## config.mk

```make
export PLATFORM = sky130hd
export DESIGN_NAME = command_ring_producer
export DESIGN_NICKNAME = d
export VERILOG_FILES = /design/src/crp_pkg.sv /design/src/command_ring_producer.sv /design/src/crp_cfg.sv /design/src/crp_step.sv /design/src/crp_seq.sv
export SDC_FILE = /design/constraint.sdc
export NUM_CORES = 1
export LEC_CHECK = 0
export BUFFER_PORTS_ARGS = -buffer_cell sky130_fd_sc_hd__buf_2
export CELL_PAD_IN_SITES_DETAIL_PLACEMENT = 1
export CELL_PAD_IN_SITES_GLOBAL_PLACEMENT = 1
export CORE_ASPECT_RATIO = 0.6
export CORE_MARGIN = 2
export CORE_UTILIZATION = 29
export CTS_CLUSTER_SIZE = 8
export DETAILED_ROUTE_END_ITERATION = 10
export GPL_TIMING_DRIVEN = 0
export PLACE_DENSITY = 0.57
export SLEW_MARGIN = 20
export SYNTH_ARGS = -nofsm -noshare
export SYNTH_HDL_FRONTEND = slang
export SYNTH_HIERARCHICAL = 1
export SYNTH_SLANG_ARGS = --single-unit
```

## constraint.sdc

```tcl
create_clock -name clk -period 5.6 [get_ports clk]
set_input_delay 0.28 -clock clk [delete_from_list [all_inputs] [get_ports clk]]
set_output_delay 0.28 -clock clk [all_outputs]
set_load 0.005 [all_outputs]
```

## src/crp_pkg.sv

```systemverilog
// Shared types, constants and codes for the command ring producer.
// Depends on nothing; every other file in src imports it.
package crp_pkg;

	localparam int RING_DEPTH = 1024;
	localparam int MAX_PAD = 64;

	localparam int PTR_W = 64;
	localparam int IDX_W = 10;
	localparam int WORD_W = 32;
	localparam int REQ_W = 16;
	localparam int CNT_W = 7;
	localparam int MASK_W = 6;
	localparam int LIMIT_W = 16;
	localparam int LEFT_W = $clog2(MAX_PAD + 1);

	localparam logic [PTR_W-1:0] RING_MASK = PTR_W'(RING_DEPTH - 1);
	localparam logic [LIMIT_W-1:0] FRAME_LIMIT_RST = LIMIT_W'(1024);

	typedef enum logic [2:0] {
		OP_RESERVE = 3'd0,
		OP_WRITE   = 3'd1,
		OP_NOPS    = 3'd2,
		OP_COMMIT  = 3'd3,
		OP_UNDO    = 3'd4
	} op_t;

	typedef enum logic [1:0] {
		KIND_STORE   = 2'd0,
		KIND_PUBLISH = 2'd1,
		KIND_STATUS  = 2'd2
	} kind_t;

	typedef enum logic [2:0] {
		REG_PACKET_MODE  = 3'd0,
		REG_NOP_WORD     = 3'd1,
		REG_PACKET_NOP   = 3'd2,
		REG_PLAIN_ALIGN  = 3'd3,
		REG_PACKET_ALIGN = 3'd4,
		REG_FRAME_LIMIT  = 3'd5,
		REG_WIDE_POINTER = 3'd6
	} cfg_reg_t;

	typedef enum logic [1:0] {
		S_IDLE,
		S_STORE,
		S_TAIL
	} state_t;

	// What follows the stores of an item.
	typedef enum logic [2:0] {
		T_NONE,
		T_STATUS,
		T_RESERVE,
		T_PUBLISH,
		T_UNDO
	} tail_t;

	typedef struct packed {
		logic                packet_mode;
		logic [WORD_W-1:0]   nop_word;
		logic [WORD_W-1:0]   packet_nop_word;
		logic [MASK_W-1:0]   plain_align_mask;
		logic [MASK_W-1:0]   packet_align_mask;
		logic [LIMIT_W-1:0]  frame_limit;
		logic                wide_pointer;
	} cfg_t;

	typedef struct packed {
		logic [PTR_W-1:0]  next_ptr;
		logic [IDX_W-1:0]  index;
		logic              overrun;
		logic [REQ_W-1:0]  next_remaining;
	} step_t;

	typedef struct packed {
		kind_t              kind;
		logic [IDX_W-1:0]   store_index;
		logic [WORD_W-1:0]  store_word;
		logic               overrun;
		logic [PTR_W-1:0]   write_pointer;
		logic               status;
		logic               last;
	} res_t;

endpackage

```

## src/command_ring_producer.sv

```systemverilog
// Command ring producer: an input item is taken while the block is idle; its first
// result item passes the state register and then the output register, then one leaves
// per cycle the output allows. An item with N results keeps the block from taking the
// next item until all N are emitted (N up to 64 for a NOP insert, up to 64 for a
// commit with its pads); the shared store step advances the pointer once per store.
// Reset clears the pointers, the reserved count and the output valid flag.
module command_ring_producer (
	input  logic          clk,
	input  logic          arst_n,
	// Input item stream.
	input  logic          s_tvalid,
	output logic          s_tready,
	input  logic [55:0]   s_tdata,   // data_word[31:0], request_words[47:32],
	                                 // nop_count[54:48], zero fill
	input  logic [2:0]    s_tuser,   // operation[2:0]
	// Result item stream.
	output logic          m_tvalid,
	input  logic          m_tready,
	output logic [111:0]  m_tdata,   // store_index[9:0], store_word[41:10],
	                                 // overrun[42], write_pointer[106:43],
	                                 // status[107], zero fill
	output logic [1:0]    m_tuser,   // kind[1:0]
	output logic          m_tlast,   // final result item of the input item
	// Configuration write channel.
	input  logic          cfg_valid,
	output logic          cfg_ready,
	input  logic [2:0]    cfg_index,
	input  logic [31:0]   cfg_data
);
	import crp_pkg::*;

	cfg_t cfg;
	res_t res;

	// Registers are always writable; software must write them only while the block is
	// idle so that no item sees a half-changed mode; the block does not enforce this.
	assign cfg_ready = 1'b1;

	crp_cfg u_cfg (
		.clk       (clk),
		.arst_n    (arst_n),
		.cfg_valid (cfg_valid),
		.cfg_index (cfg_index),
		.cfg_data  (cfg_data),
		.cfg       (cfg)
	);

	// The sequencer decodes each item into a run of ring stores followed,
	// where the operation calls for it, by one publish or status item. Each
	// store advances the write pointer through the shared step unit.
	crp_seq u_seq (
		.clk       (clk),
		.arst_n    (arst_n),
		.cfg       (cfg),
		.in_valid  (s_tvalid),
		.in_ready  (s_tready),
		.in_op     (s_tuser),
		.in_data   (s_tdata[31:0]),
		.in_req    (s_tdata[47:32]),
		.in_cnt    (s_tdata[54:48]),
		.out_valid (m_tvalid),
		.out_ready (m_tready),
		.out_res   (res)
	);

	// Pack the result item onto the stream, lowest field first.
	assign m_tdata = {4'b0, res.status, res.write_pointer, res.overrun,
		res.store_word, res.store_index};
	assign m_tuser = res.kind;
	assign m_tlast = res.last;

endmodule

```

## src/crp_cfg.sv

```systemverilog
// Configuration register file of the command ring producer.
// Depends on crp_pkg for the register codes and the cfg_t bundle.
module crp_cfg (
	input  logic                 clk,
	input  logic                 arst_n,
	input  logic                 cfg_valid,
	input  logic [2:0]           cfg_index,
	input  logic [31:0]          cfg_data,
	output crp_pkg::cfg_t        cfg
);
	import crp_pkg::*;

	cfg_t cfg_q;

	always_ff @(posedge clk or negedge arst_n) begin
		if (!arst_n) begin
			cfg_q <= '{packet_mode: 1'b0, nop_word: '0, packet_nop_word: '0,
				plain_align_mask: '0, packet_align_mask: '0,
				frame_limit: FRAME_LIMIT_RST, wide_pointer: 1'b0};
		end else if (cfg_valid) begin
			unique case (cfg_reg_t'(cfg_index))
				REG_PACKET_MODE:  cfg_q.packet_mode <= cfg_data[0];
				REG_NOP_WORD:     cfg_q.nop_word <= cfg_data;
				REG_PACKET_NOP:   cfg_q.packet_nop_word <= cfg_data;
				REG_PLAIN_ALIGN:  cfg_q.plain_align_mask <= cfg_data[MASK_W-1:0];
				REG_PACKET_ALIGN: cfg_q.packet_align_mask <= cfg_data[MASK_W-1:0];
				REG_FRAME_LIMIT:  cfg_q.frame_limit <= cfg_data[LIMIT_W-1:0];
				REG_WIDE_POINTER: cfg_q.wide_pointer <= cfg_data[0];
				default: ;
			endcase
		end
	end

	assign cfg = cfg_q;

endmodule

```

## src/crp_step.sv

```systemverilog
// Shared store step: slot index, pointer advance with optional wrap and
// reservation count-down for one ring store. Depends on crp_pkg.
module crp_step (
	input  logic [63:0]          ptr,
	input  logic                 wide,
	input  logic [15:0]          remaining,
	output crp_pkg::step_t       step
);
	import crp_pkg::*;

	logic [PTR_W-1:0] inc;

	always_comb begin
		inc = ptr + PTR_W'(1);
		step.index = IDX_W'(ptr & RING_MASK);
		step.next_ptr = wide ? inc : (inc & RING_MASK);
		step.overrun = (remaining == '0);
		step.next_remaining = (remaining == '0) ? '0 : remaining - REQ_W'(1);
	end

endmodule

```

## src/crp_seq.sv

```systemverilog
// Sequencer of the command ring producer: holds the ring state, steps the
// shared store unit once per store result and keeps the output register.
// Depends on crp_pkg and crp_step.
module crp_seq (
	input  logic                 clk,
	input  logic                 arst_n,
	input  crp_pkg::cfg_t        cfg,
	input  logic                 in_valid,
	output logic                 in_ready,
	input  logic [2:0]           in_op,
	input  logic [31:0]          in_data,
	input  logic [15:0]          in_req,
	input  logic [6:0]           in_cnt,
	output logic                 out_valid,
	input  logic                 out_ready,
	output crp_pkg::res_t        out_res
);
	import crp_pkg::*;

	state_t state_q, state_d;
	tail_t tail_q, tail_init;
	logic [LEFT_W-1:0] left_q, left_init;
	logic [WORD_W-1:0] word_q, word_init;
	logic [REQ_W-1:0] req_q;
	logic [PTR_W-1:0] write_ptr_q, saved_ptr_q;
	logic [REQ_W-1:0] remaining_q;
	logic out_valid_q;
	res_t res_q;

	logic accept, out_free, emit_store, emit_tail;
	logic [MASK_W-1:0] cur_mask, ptr_low;
	logic [WORD_W-1:0] cur_nop;
	logic [LEFT_W-1:0] pad, nop_sat;
	logic [REQ_W:0] rsv_sum, rsv_words;
	logic rsv_ok;
	step_t step;

	crp_step u_step (
		.ptr       (write_ptr_q),
		.wide      (cfg.wide_pointer),
		.remaining (remaining_q),
		.step      (step)
	);

	always_comb begin
		cur_mask = cfg.packet_mode ? cfg.packet_align_mask : cfg.plain_align_mask;
		cur_nop = cfg.packet_mode ? cfg.packet_nop_word : cfg.nop_word;
		ptr_low = write_ptr_q[MASK_W-1:0] & cur_mask;
		// Words up to the next aligned slot; nothing when already aligned.
		pad = (ptr_low == '0) ? '0
			: LEFT_W'({1'b0, cur_mask}) + LEFT_W'(1) - LEFT_W'({1'b0, ptr_low});
		nop_sat = (in_cnt > CNT_W'(MAX_PAD)) ? LEFT_W'(MAX_PAD) : LEFT_W'(in_cnt);
		rsv_sum = {1'b0, req_q} + (REQ_W+1)'(cur_mask);
		rsv_words = rsv_sum & ~((REQ_W+1)'(cur_mask));
		rsv_ok = rsv_words <= {1'b0, cfg.frame_limit};
	end

	// Decode of an incoming item into a store count, fill word and tail.
	always_comb begin
		left_init = '0;
		word_init = cur_nop;
		tail_init = T_STATUS;
		unique case (in_op)
			OP_RESERVE: tail_init = T_RESERVE;
			OP_WRITE: begin
				left_init = LEFT_W'(1);
				word_init = in_data;
				tail_init = T_NONE;
			end
			OP_NOPS: begin
				left_init = nop_sat;
				tail_init = (nop_sat == '0) ? T_STATUS : T_NONE;
			end
			OP_COMMIT: begin
				left_init = pad;
				tail_init = T_PUBLISH;
			end
			OP_UNDO: tail_init = T_UNDO;
			default: tail_init = T_STATUS;
		endcase
	end

	always_comb begin
		state_d = state_q;
		unique case (state_q)
			S_IDLE: begin
				if (in_valid)
					state_d = (left_init != '0) ? S_STORE : S_TAIL;
			end
			S_STORE: begin
				if (out_free && left_q == LEFT_W'(1))
					state_d = (tail_q == T_NONE) ? S_IDLE : S_TAIL;
			end
			S_TAIL: begin
				if (out_free)
					state_d = S_IDLE;
			end
			default: state_d = S_IDLE;
		endcase
	end

	always_comb begin
		out_free = !out_valid_q || out_ready;
		in_ready = (state_q == S_IDLE);
		accept = in_valid && in_ready;
		emit_store = (state_q == S_STORE) && out_free;
		emit_tail = (state_q == S_TAIL) && out_free;
	end

	always_ff @(posedge clk or negedge arst_n) begin
		if (!arst_n) begin
			state_q <= S_IDLE;
			out_valid_q <= 1'b0;
			write_ptr_q <= '0;
			saved_ptr_q <= '0;
			remaining_q <= '0;
			left_q <= '0;
			tail_q <= T_NONE;
		end else begin
			state_q <= state_d;
			if (emit_store || emit_tail)
				out_valid_q <= 1'b1;
			else if (out_ready)
				out_valid_q <= 1'b0;
			if (accept) begin
				left_q <= left_init;
				tail_q <= tail_init;
			end
			if (emit_store) begin
				left_q <= left_q - LEFT_W'(1);
				write_ptr_q <= step.next_ptr;
				remaining_q <= step.next_remaining;
			end
			if (emit_tail && tail_q == T_RESERVE && rsv_ok) begin
				remaining_q <= rsv_words[REQ_W-1:0];
				saved_ptr_q <= write_ptr_q;
			end
			if (emit_tail && tail_q == T_UNDO)
				write_ptr_q <= saved_ptr_q;
		end
	end

	always_ff @(posedge clk) begin
		if (accept) begin
			word_q <= word_init;
			req_q <= in_req;
		end
		if (emit_store) begin
			res_q.kind <= KIND_STORE;
			res_q.store_index <= step.index;
			res_q.store_word <= word_q;
			res_q.overrun <= step.overrun;
			res_q.write_pointer <= step.next_ptr;
			res_q.status <= 1'b0;
			res_q.last <= (left_q == LEFT_W'(1)) && (tail_q == T_NONE);
		end else if (emit_tail) begin
			res_q.kind <= (tail_q == T_PUBLISH) ? KIND_PUBLISH : KIND_STATUS;
			res_q.store_index <= '0;
			res_q.store_word <= '0;
			res_q.overrun <= 1'b0;
			res_q.write_pointer <= (tail_q == T_UNDO) ? saved_ptr_q : write_ptr_q;
			res_q.status <= (tail_q == T_RESERVE) && !rsv_ok;
			res_q.last <= 1'b1;
		end
	end

	assign out_valid = out_valid_q;
	assign out_res = res_q;

endmodule

```

## After elaboration in Yosys (flattened, before gate mapping)

Cells that the tools add are included.

| word-level totals | value |
|---|---|
| bits of input ports | 99 |
| register bits after elaboration | 410 |
| word-level logic and storage cells | 115 |
| output and inout port bits | 118 |

| cells by class | value |
|---|---|
| add/sub/neg operators | 6 |
| reductions and logical operators | 34 |
| order comparisons | 2 |
| equality and inequality tests | 19 |
| multiplexer cells | 28 |
| bitwise logic cells | 3 |

Operator list:

| operator | count |
|---|---|
| $mux 64 | 4 |
| $mux 109 | 2 |
| $add 64x1->64 const B | 1 |
| $mux 32 | 2 |
| $mux 16 | 3 |
| $mux 7 | 4 |
| $pmux 7 s3 | 1 |
| $eq 3x2->1 const B | 6 |
| $add 16x6->17 | 1 |
| $and 17x17->17 | 1 |
| $le 17x16->1 | 1 |
| $not 6->17 | 1 |
| $logic_not 16->1 | 1 |
| $sub 16x1->16 const B | 1 |
| $eq 3x3->1 const B | 5 |
| $pmux 3 s5 | 1 |
| $reduce_and 2->1 | 7 |
| $mux 2 | 6 |
| $reduce_bool 2->1 | 5 |
| $logic_and 1x1->1 | 9 |
| $logic_not 3->1 | 3 |
| $add 6x1->7 const B | 1 |
| $eq 7x1->1 const B | 1 |
| $gt 7x7->1 const B | 1 |
| 18 further kinds | 24 |

## Longest topological paths before layout

Gate-level depths: netlist (run 1).

| logic depth | value |
|---|---|
| word-level depth | 9 |
| gate-level depth with buffers | 17 |
| depth with buffers taken out | 15 |

## Hierarchy

Netlist (run 1), hierarchy kept.

By module, submodules not included:

| module | area each (sq um) | seq. area each (sq um) | times used | cells each |
|---|---|---|---|---|
| crp_seq | 14949.3 | 8673.3 | 1 | 1296 |
| crp_cfg | 3872.5 | 2353.5 | 1 | 205 |
| crp_step | 2317.2 | 0.0 | 1 | 370 |
| command_ring_producer | 45.0 | 0.0 | 1 | 7 |

## Worst setup path before layout (run 1)

No wires, ideal clock.

| path | value |
|---|---|
| path kind | register -> register |
| start | reg u_cfg.cfg_q (netlist bit u_cfg/cfg[93]) |
| end | reg u_seq.saved_ptr_q[10] |
| library setup time | 125 ps |
| required time | 5475 ps |
| arrival | 4025 ps |
| path slack | 1451 ps |
| buffers on the path | 2 |
| clock period less this slack | 4149 ps |
| stages on the path, launching flop included | 17 |
| cells stage by stage | dfrtp_1 > buf_4 > mux2i_1 > inv_1 > ha_1 > or2_2 > a311o_1 > a41oi_2 > xnor2_1 > ha_1 > nand4_1 > or3_1 > a31oi_4 > o41a_4 > nor2_8 > buf_6 > mux2_2 |

| on the way | value |
|---|---|
| cells in the longest elaborated chain, start to end | 5 |
| elaborated cells on any way between the ends | 6 |
| those cells by class | add/sub (1); order compare (1); mux (1); bitwise (2); reduce/logical (1) |

RTL lines:

| element | RTL line | RTL |
|---|---|---|
| start, declared | crp_cfg.sv:13 | `cfg_t cfg_q;` |
| start signal, assigned | crp_cfg.sv:17 | `cfg_q <= '{packet_mode: 1'b0, nop_word: '0, packet_nop_word: '0,` |
| $mux 6 (*) | crp_seq.sv:46 | `cur_mask = cfg.packet_mode ? cfg.packet_align_mask : cfg.plain_align_mask;` |
| $add 16x6->17 / $not 6->17 (equally long branches) | crp_seq.sv:53, crp_seq.sv:54 |  |
| $and 17x17->17 (*) | crp_seq.sv:54 | `rsv_words = rsv_sum & ~((REQ_W+1)'(cur_mask));` |
| $le 17x16->1 (*) | crp_seq.sv:55 | `rsv_ok = rsv_words <= {1'b0, cfg.frame_limit};` |
| $logic_and 1x1->1 (*) | crp_seq.sv:134 | `if (emit_tail && tail_q == T_RESERVE && rsv_ok) begin` |
| end signal, assigned | crp_seq.sv:136 | `saved_ptr_q <= write_ptr_q;` |
| end, declared | crp_seq.sv:25 | `logic [PTR_W-1:0] write_ptr_q, saved_ptr_q;` |

Every way passes the cells marked *; elsewhere a longest branch is shown, timed or not.
A chain may end at the register's enable or synchronous reset.

## Worst setup path after layout (run 1)

| path | value |
|---|---|
| start | reg u_cfg.cfg_q (netlist bit u_cfg/cfg[93]) |
| end | reg u_seq.saved_ptr_q[28] |

The elaborated chain is that of the path after synthesis.

==> results of run 1 <==
## how the worst min path moves through the flow
stage | start | endpoint | cells past startpoint
after floorplan | arst_n | u_cfg/cfg[0] | 0
after global placement | u_seq/out_res[110] | u_seq/out_res[110] | 2
after detailed placement | arst_n | u_seq/saved_ptr_q[19] | 1
after CTS | s_tdata[54] | u_seq/left_q[6] | 4
after global routing | s_tdata[49] | u_seq/left_q[1] | 3
final | s_tdata[50] | u_seq/left_q[2] | 3
## registers in the layout, summed over array words and instances, names as in the netlist
signal and flops:
u_seq/req_q 16, u_seq/write_ptr_q 64, u_seq/out_res 111, u_seq/state_q 2, u_cfg/cfg 94, u_seq/out_valid 1, u_seq/saved_ptr_q 64, u_seq/word_q 32
u_seq/remaining_q 16, u_seq/tail_q 3, u_seq/left_q 7
## layout make-up
cell class	count	area, sq um
Fill cell	8018	45900
Sequential cell	410	11000
Multi-Input combinational cell	1312	9310
Timing Repair Buffer	301	2070
Clock buffer	99	1600
Tap cell	975	1220
Buffer	112	691
Inverter	47	179
Clock inverter	2	17.5
Antenna cell	1	2.50
## power breakdown
part,switching (mW),internal [mW]
combinational,2.40,1.71
clock,1.35,1.91
sequential,0.911,4.34
## stage by stage
stage / total power [mW] / instances / setup TNS (ns) / util
detailed placement: 9.39 / 3071 / 0 / 0.328
global placement: 9.06 / 3065 / -297.45 / 0.326
finish: 12.6 / 3259 / 0 / 0.363
CTS: 12.8 / 3258 / 0 / 0.363
global route: 13.5 / 3259 / 0 / 0.363
floorplan: 7.58 / 1881 / 0 / -
## worst max-delay path, cell delays in order, from the launching register on
cell and delay (ns):
dfrtp_1 0.41, buf_4 0.26, mux2i_1 0.33, inv_1 0.21, ha_1 0.27, or2_2 0.33
a311o_1 0.42, a41oi_2 0.41, nor2_1 0.10, xor2_1 0.32, ha_1 0.31, nand4_1 0.27
a211oi_1 0.16, o41a_4 0.49, nor2_8 0.28, buf_6 0.23, mux2_2 0.36
## cells in the final DEF, fill, tap and decap left out, drive strengths merged, types with 4 or more instances in the layout
| master | synthesis | final |
|---|---|---|
| a21oi | 39 | 39 |
| dfrtp | 250 | 250 |
| clkbuf | 61 | 160 |
| dlygate4sd3 | 1 | 87 |
| or4 | 14 | 14 |
| nand2 | 213 | 213 |
| and4 | 5 | 5 |
| buf | 50 | 265 |
| a22oi | 5 | 5 |
| a221o | 8 | 8 |
| o22ai | 4 | 4 |
| nand2b | 18 | 18 |
| o21ai | 127 | 127 |
| nor3 | 24 | 24 |
| or3 | 12 | 12 |
| o31ai | 12 | 12 |
| xor2 | 30 | 30 |
| nor2 | 153 | 153 |
| ha | 30 | 30 |
| nand4b | 6 | 6 |
| nand4 | 43 | 43 |
| o211a | 8 | 8 |
| and2 | 46 | 46 |
| a31oi | 69 | 69 |
| o21a | 7 | 7 |
| edfxtp | 156 | 156 |
| or2 | 5 | 5 |
| inv | 47 | 49 |
| nor4 | 20 | 20 |
| a21o | 4 | 4 |
| nand3b | 4 | 4 |
| and3 | 9 | 9 |
| a211oi | 8 | 8 |
| mux2i | 108 | 108 |
| nand3 | 42 | 42 |
| conb | 4 | 7 |
| mux2 | 162 | 162 |
| nor2b | 5 | 5 |
| xnor2 | 29 | 29 |
## repair_timing
| action | CTS | global route |
|---|---|---|
| hold endpoints to repair | 333 | 0 |
| gates resized for setup | 0 | 0 |
| hold buffers | 86 | 0 |
| setup endpoints to repair | 0 | 0 |
## metal layers
layer  track usage  vias up
met5             0        -
met4        0.0444        2
met3        0.0298       85
met2         0.278      277
met1         0.277     8509
li1              -     7538
## kinds of logic (layout without fill, tap and decap cells)
family,Yosys count,after routing,synth area share
DFF,410,410,0.521
AOI/OAI and AO/OA,316,316,0.0944
and+or+nand+nor,628,628,0.151
adders and majority gates,32,32,0.0196
muxes,270,270,0.148
xor gates and xnor gates,59,59,0.0244
other,4,8,0.000709
buffers and inverters,159,561,0.0409
==> run_results.csv, run 1 <==
group,metric,value,unit
setup_path,startpoint_type,"flop",
setup_path,critPathMaxFanout,10,
synth,synth_area_per_cell,11.3,sq um
synth,synth_edf_count,156,
place,pre_cts_slack,0.336,ns
drt,met1_length,35500,um
timing,fmax,0.189,GHz
clock_tree,cts.sinks,410,
place,placed_area,23600,sq um
timing,rsz0062_at_grt,"no",
run_status,status,"complete, no violations",
timing,setup_ws,0.307,ns
synth,synthCells,1878,
drt,wl_met2,29900,um
global_route,grtUsageTotal,0.185,
synth,ys_warn_count,6,
timing,setup-violations-final,0,
floorplan,die_w,353,um
synth,synthTopCellsByArea,"dfrtp_1 30%, edfxtp_1 22%, mux2_2 5.4%",
drt,via_count,16400,
synth,async_flop_share,0.612,
drt,routed.top_layer,"met5",
place,port-buffer-count,209,
timing,slew_headroom,0.166,
timing,hold_viol_final,0,
setup_path,reg2reg_slack,0.31,ns
min_path,hold_class,"in -> reg",
clock_tree,insertion_delay,0.62,ns
place,routabilityCongestion,0.836,
timing,finalMaxSlewViolations,0,
drt,dr_wl_met3,2920,um
pwr,power_density,483,nW/um^2
clock_tree,post_cts_buffers,0,
final_layout,final_cell_area,26100,sq um
global_route,grt_max_degree,92,
timing,finClkSkew,0.0208,ns
synth,syn-cell-area,21200,sq um
setup_path,crit_path_end_kind,"flop",
floorplan,die-area,75300,sq um
setup_path,r2r_start,"u_cfg/cfg[93]",
synth,yosysMostFrequentCell,"dfrtp_1",
synth,seq_area_frac_synth,0.521,
clock_tree,cts.htree.levels,2,
drt,drt-initial-drc-count,938,
drt,firstDrtPassIters,7,
global_route,antenna_found_initial,2,
pwr,p_leak,10.8,nW
clock_tree,numCtsBuffers,57,
timing,period_needed,5.29,ns
setup_path,arrival,5.79,ns
clock_tree,cts_root_buffer,"clkbuf_16",
timing,holdWs,0.0675,ns
timing,fin_crit_sh,0.945,
clock_tree,cts_tree,"done",
floorplan,io_pins,217,
drt,wire_per_inst,21.4,um
setup_path,crit_path_end,"u_seq/saved_ptr_q[28]",
global_route,grt_pass1_wl,108000,um
synth,synth_top_area_frac,0.295,
drt,drcViolationCount,0,
synth,yosys.area.top_type,"dfrtp_1",
final_layout,areaGrowthSynthToFinish,23.3,%
floorplan,fp.coreArea,72000,sq um
place,hpwlAfterDp,50300,um
setup_path,crit_type,"reg -> reg",
clock_tree,cts.clk_slew.worst_paths,0.05,ns
global_route,grt_overflow,0,
setup_path,ff2ff_path_depth,16,
synth,ys_types,87,
synth,ys_ff_latch,410,
setup_path,crit_start,"u_cfg/cfg[93]",
drt,drt-total-wl,69600,um
job,cap_violations,0,
final_layout,layout.nets,2372,
synth,synth_common_cells,"250 x dfrtp_1, 213 x nand2_1, 156 x edfxtp_1",
synth,ys.flop_type,"dfrtp_1",
timing,tightest_slew,1.24,ns
clock_tree,cts_buffer_depth,3,
drt,ant_nets,0,
final_layout,drive_gt1_frac,0.231,
setup_path,r2r-end,"u_seq/saved_ptr_q[28]",
floorplan,initial_core_util,0.294,
drt,viasPerCell,5.04,
global_route,grt_pass1_vias,17500,
setup_path,crit_required,6.10,ns
floorplan,row_count,76,
floorplan,die_height,213,um
pwr,ir_worst_vdd,0.000259,V
Note: power is estimated with default switching activity, not from simulation.
==> run 2, diff against run 1 <==
--- a/config.mk
+++ b/config.mk
@@ -14,7 +14,7 @@
 export CTS_CLUSTER_SIZE = 8
 export DETAILED_ROUTE_END_ITERATION = 10
 export GPL_TIMING_DRIVEN = 0
-export PLACE_DENSITY = 0.57
+export PLACE_DENSITY = 0.59
 export SLEW_MARGIN = 20
 export SYNTH_ARGS = -nofsm -noshare
 export SYNTH_HDL_FRONTEND = slang
==> constraint.sdc (replaced) <==
create_clock -name clk -period 4.6 [get_ports clk]
set_input_delay 0.23 -clock clk [delete_from_list [all_inputs] [get_ports clk]]
set_output_delay 0.23 -clock clk [all_outputs]
set_load 0.005 [all_outputs]
==> run 2 against run 1 <==
Net effect:
- critical path depth rose by 1
- wire length rose by 1.7%
- non-clock buffer count rose by 47
- sequential power rose by 22%
- clock power rose by 24%
- clock skew fell by 0.0064 ns
- clock-buffer cell count rose by 6
- critical endpoint is now u_seq/saved_ptr_q[15]
- largest cell class unchanged
- largest power group unchanged
==> run_results.csv, run 2 (synthesis gave the netlist of run 1 again) <==
group,metric,value,unit
job,cap_violations,0,
timing,holdWs,0.0302,ns
clock_tree,cts_root_buffer,"clkbuf_16",
floorplan,initial_core_util,0.294,
clock_tree,numCtsBuffers,57,
drt,drt-initial-drc-count,1069,
drt,wire_per_inst,21.4,um
timing,tightest_slew,1.00,ns
timing,fin_crit_sh,0.999,
timing,finalMaxSlewViolations,0,
final_layout,layout_common_cells,"249 x dfrtp_1, 219 x buf_2, 212 x nand2_1, 156 x edfxtp_1, 148 x nor2_1",
final_layout,regArea,11000,sq um
global_route,grtUsageTotal,0.184,
place,hpwlAfterDp,50000,um
floorplan,die-area,75300,sq um
pwr,combinationalPowerShare,0.339,
setup_path,startpoint_type,"flop",
place,port-buffer-count,209,
min_path,hold_class,"in -> reg",
timing,period_needed,4.60,ns
pwr,p_sw_frac,0.367,
timing,slew_headroom,0.330,
timing,hold_viol_final,0,
drt,drcViolationCount,0,
timing,setup-violations-final,0,
setup_path,crit_path_end_kind,"flop",
final_layout,post-route-util,0.377,
final_layout,areaGrowthSynthToFinish,28.0,%
drt,via_count,16700,
global_route,grt_pass1_vias,17700,
clock_tree,cts.htree.levels,2,
global_route,grt_overflow,0,
final_layout,drive_gt1_frac,0.254,
pwr,seq_power_share,0.406,
global_route,antenna_found_initial,6,
setup_path,arrival,5.08,ns
floorplan,fp.coreArea,72000,sq um
setup_path,crit_type,"reg -> reg",
timing,fmax,0.218,GHz
clock_tree,cts.clk_slew.worst_paths,0.06,ns
setup_path,critPathMaxFanout,7,
pwr,p_int,10.0,mW
pwr,ir_worst_vdd,0.000281,V
drt,viasPerCell,5.03,
place,routabilityCongestion,0.855,
timing,finClkSkew,0.0144,ns
setup_path,crit_required,5.09,ns
floorplan,io_pins,217,
drt,drt-total-wl,70800,um
pwr,power_density,584,nW/um^2
final_layout,largest_register_ffs,111,
floorplan,row_count,76,
pwr,p_clk_frac,0.256,
clock_tree,cts_buffer_depth,3,
pwr,p_leak,11.2,nW
final_layout,layout_commonest_cell,"dfrtp_1",
place,placed_area,23600,sq um
timing,rsz0062_at_grt,"yes",
final_layout,fill_cells,7929,
run_status,status,"complete, no violations",
floorplan,die_height,213,um
drt,ant_nets,0,
clock_tree,cts.sinks,410,
timing,final.setup.tns,0,ns
final_layout,layout.nets,2419,
drt,firstDrtPassIters,6,
final_layout,multi_input_area,9650,sq um
final_layout,final_cell_area,27100,sq um
clock_tree,cts_tree,"done",
global_route,grt_pass1_wl,107000,um
floorplan,die_w,353,um
clock_tree,insertion_delay,0.61,ns
global_route,grt_max_degree,93,
pwr,switching_power,5.81,mW
[run 2: cell type report]
class / instances / area share
sequential: 410 / 0.407
multi-input combinational: 1312 / 0.356
timing repair buffer: 348 / 0.0958
clock buffer: 105 / 0.0612
tap: 975 / 0.0450
buffer: 112 / 0.0278
inverter: 47 / 0.00660
clock inverter: 2 / 0.000508
antenna: 3 / 0.000277
[run 2: worst paths after layout]
kind	from	endpoint	slack [ns]	cells past startpoint
worst max-delay path	u_cfg/cfg[93]	u_seq/saved_ptr_q[15]	0.004	17
worst min-delay path	s_tuser[0]	u_seq/tail_q[0]	0.03	3
worst max register to register	u_cfg/cfg[93]	u_seq/saved_ptr_q[15]	0.004	17
worst min register to register	u_seq/out_res[110]	u_seq/out_res[110]	0.47	2
max in group asynchronous	arst_n	u_cfg/cfg[93]	3.15	5
min in group asynchronous	arst_n	u_seq/write_ptr_q[43]	0.20	3
[run 2: what timing repair did]
| action | 4_1_cts | 5_1_grt |
|---|---|---|
| setup buffers | 9 | 24 |
| cloned | 1 | 5 |
| gates resized for setup | 27 | 74 |
| pin swaps | 8 | 22 |
| endpoints found under the setup margin | 81 | 80 |
| hold endpoints to repair | 246 | 0 |
| hold buffers | 94 | 0 |
[run 2: metal layers]
layer	track usage	vias up	share of wire
met5	0	-	0.00018
met4	0.0513	2	0.019
met3	0.0366	80	0.046
met2	0.273	322	0.43
met1	0.270	8614	0.51
li1	-	7637	-
[run 2: through the flow]
| step | setup WS (ns) | total power [mW] | instances |
|---|---|---|---|
| detailed placement | -0.561 | 11.4 | 3071 |
| finish | 0.00398 | 15.8 | 3314 |
| floorplan | 0.451 | 9.23 | 1881 |
| global placement | -2.10 | 10.8 | 3065 |
| global route | -0.170 | 16.9 | 3314 |
| CTS | -0.00814 | 15.7 | 3282 |
[run 2: power groups by stage]
stage / combinational (mW) / sequential, mW / clock (mW)
final: 5.37 / 6.42 / 4.05
after global routing: 5.92 / 6.60 / 4.35
after CTS: 5.15 / 6.40 / 4.20
after detailed placement: 4.96 / 6.44 / 0
after global placement: 4.49 / 6.30 / 0
after floorplan: 3.04 / 6.19 / 0
[run 2: worst max-delay path, stage by stage, from the launching register on]
cell       delay (ns)
dfrtp_2          0.44
buf_4            0.15
mux2_4           0.23
nand2_1          0.07
fa_1             0.41
nor2b_2          0.23
o21bai_2         0.14
a21oi_2          0.25
nand2_1          0.15
xnor2_2          0.21
ha_1             0.28
a21o_1           0.19
a211o_1          0.30
o41a_4           0.54
nor2_8           0.19
buf_12           0.19
clkbuf_16        0.18
mux2_4           0.29
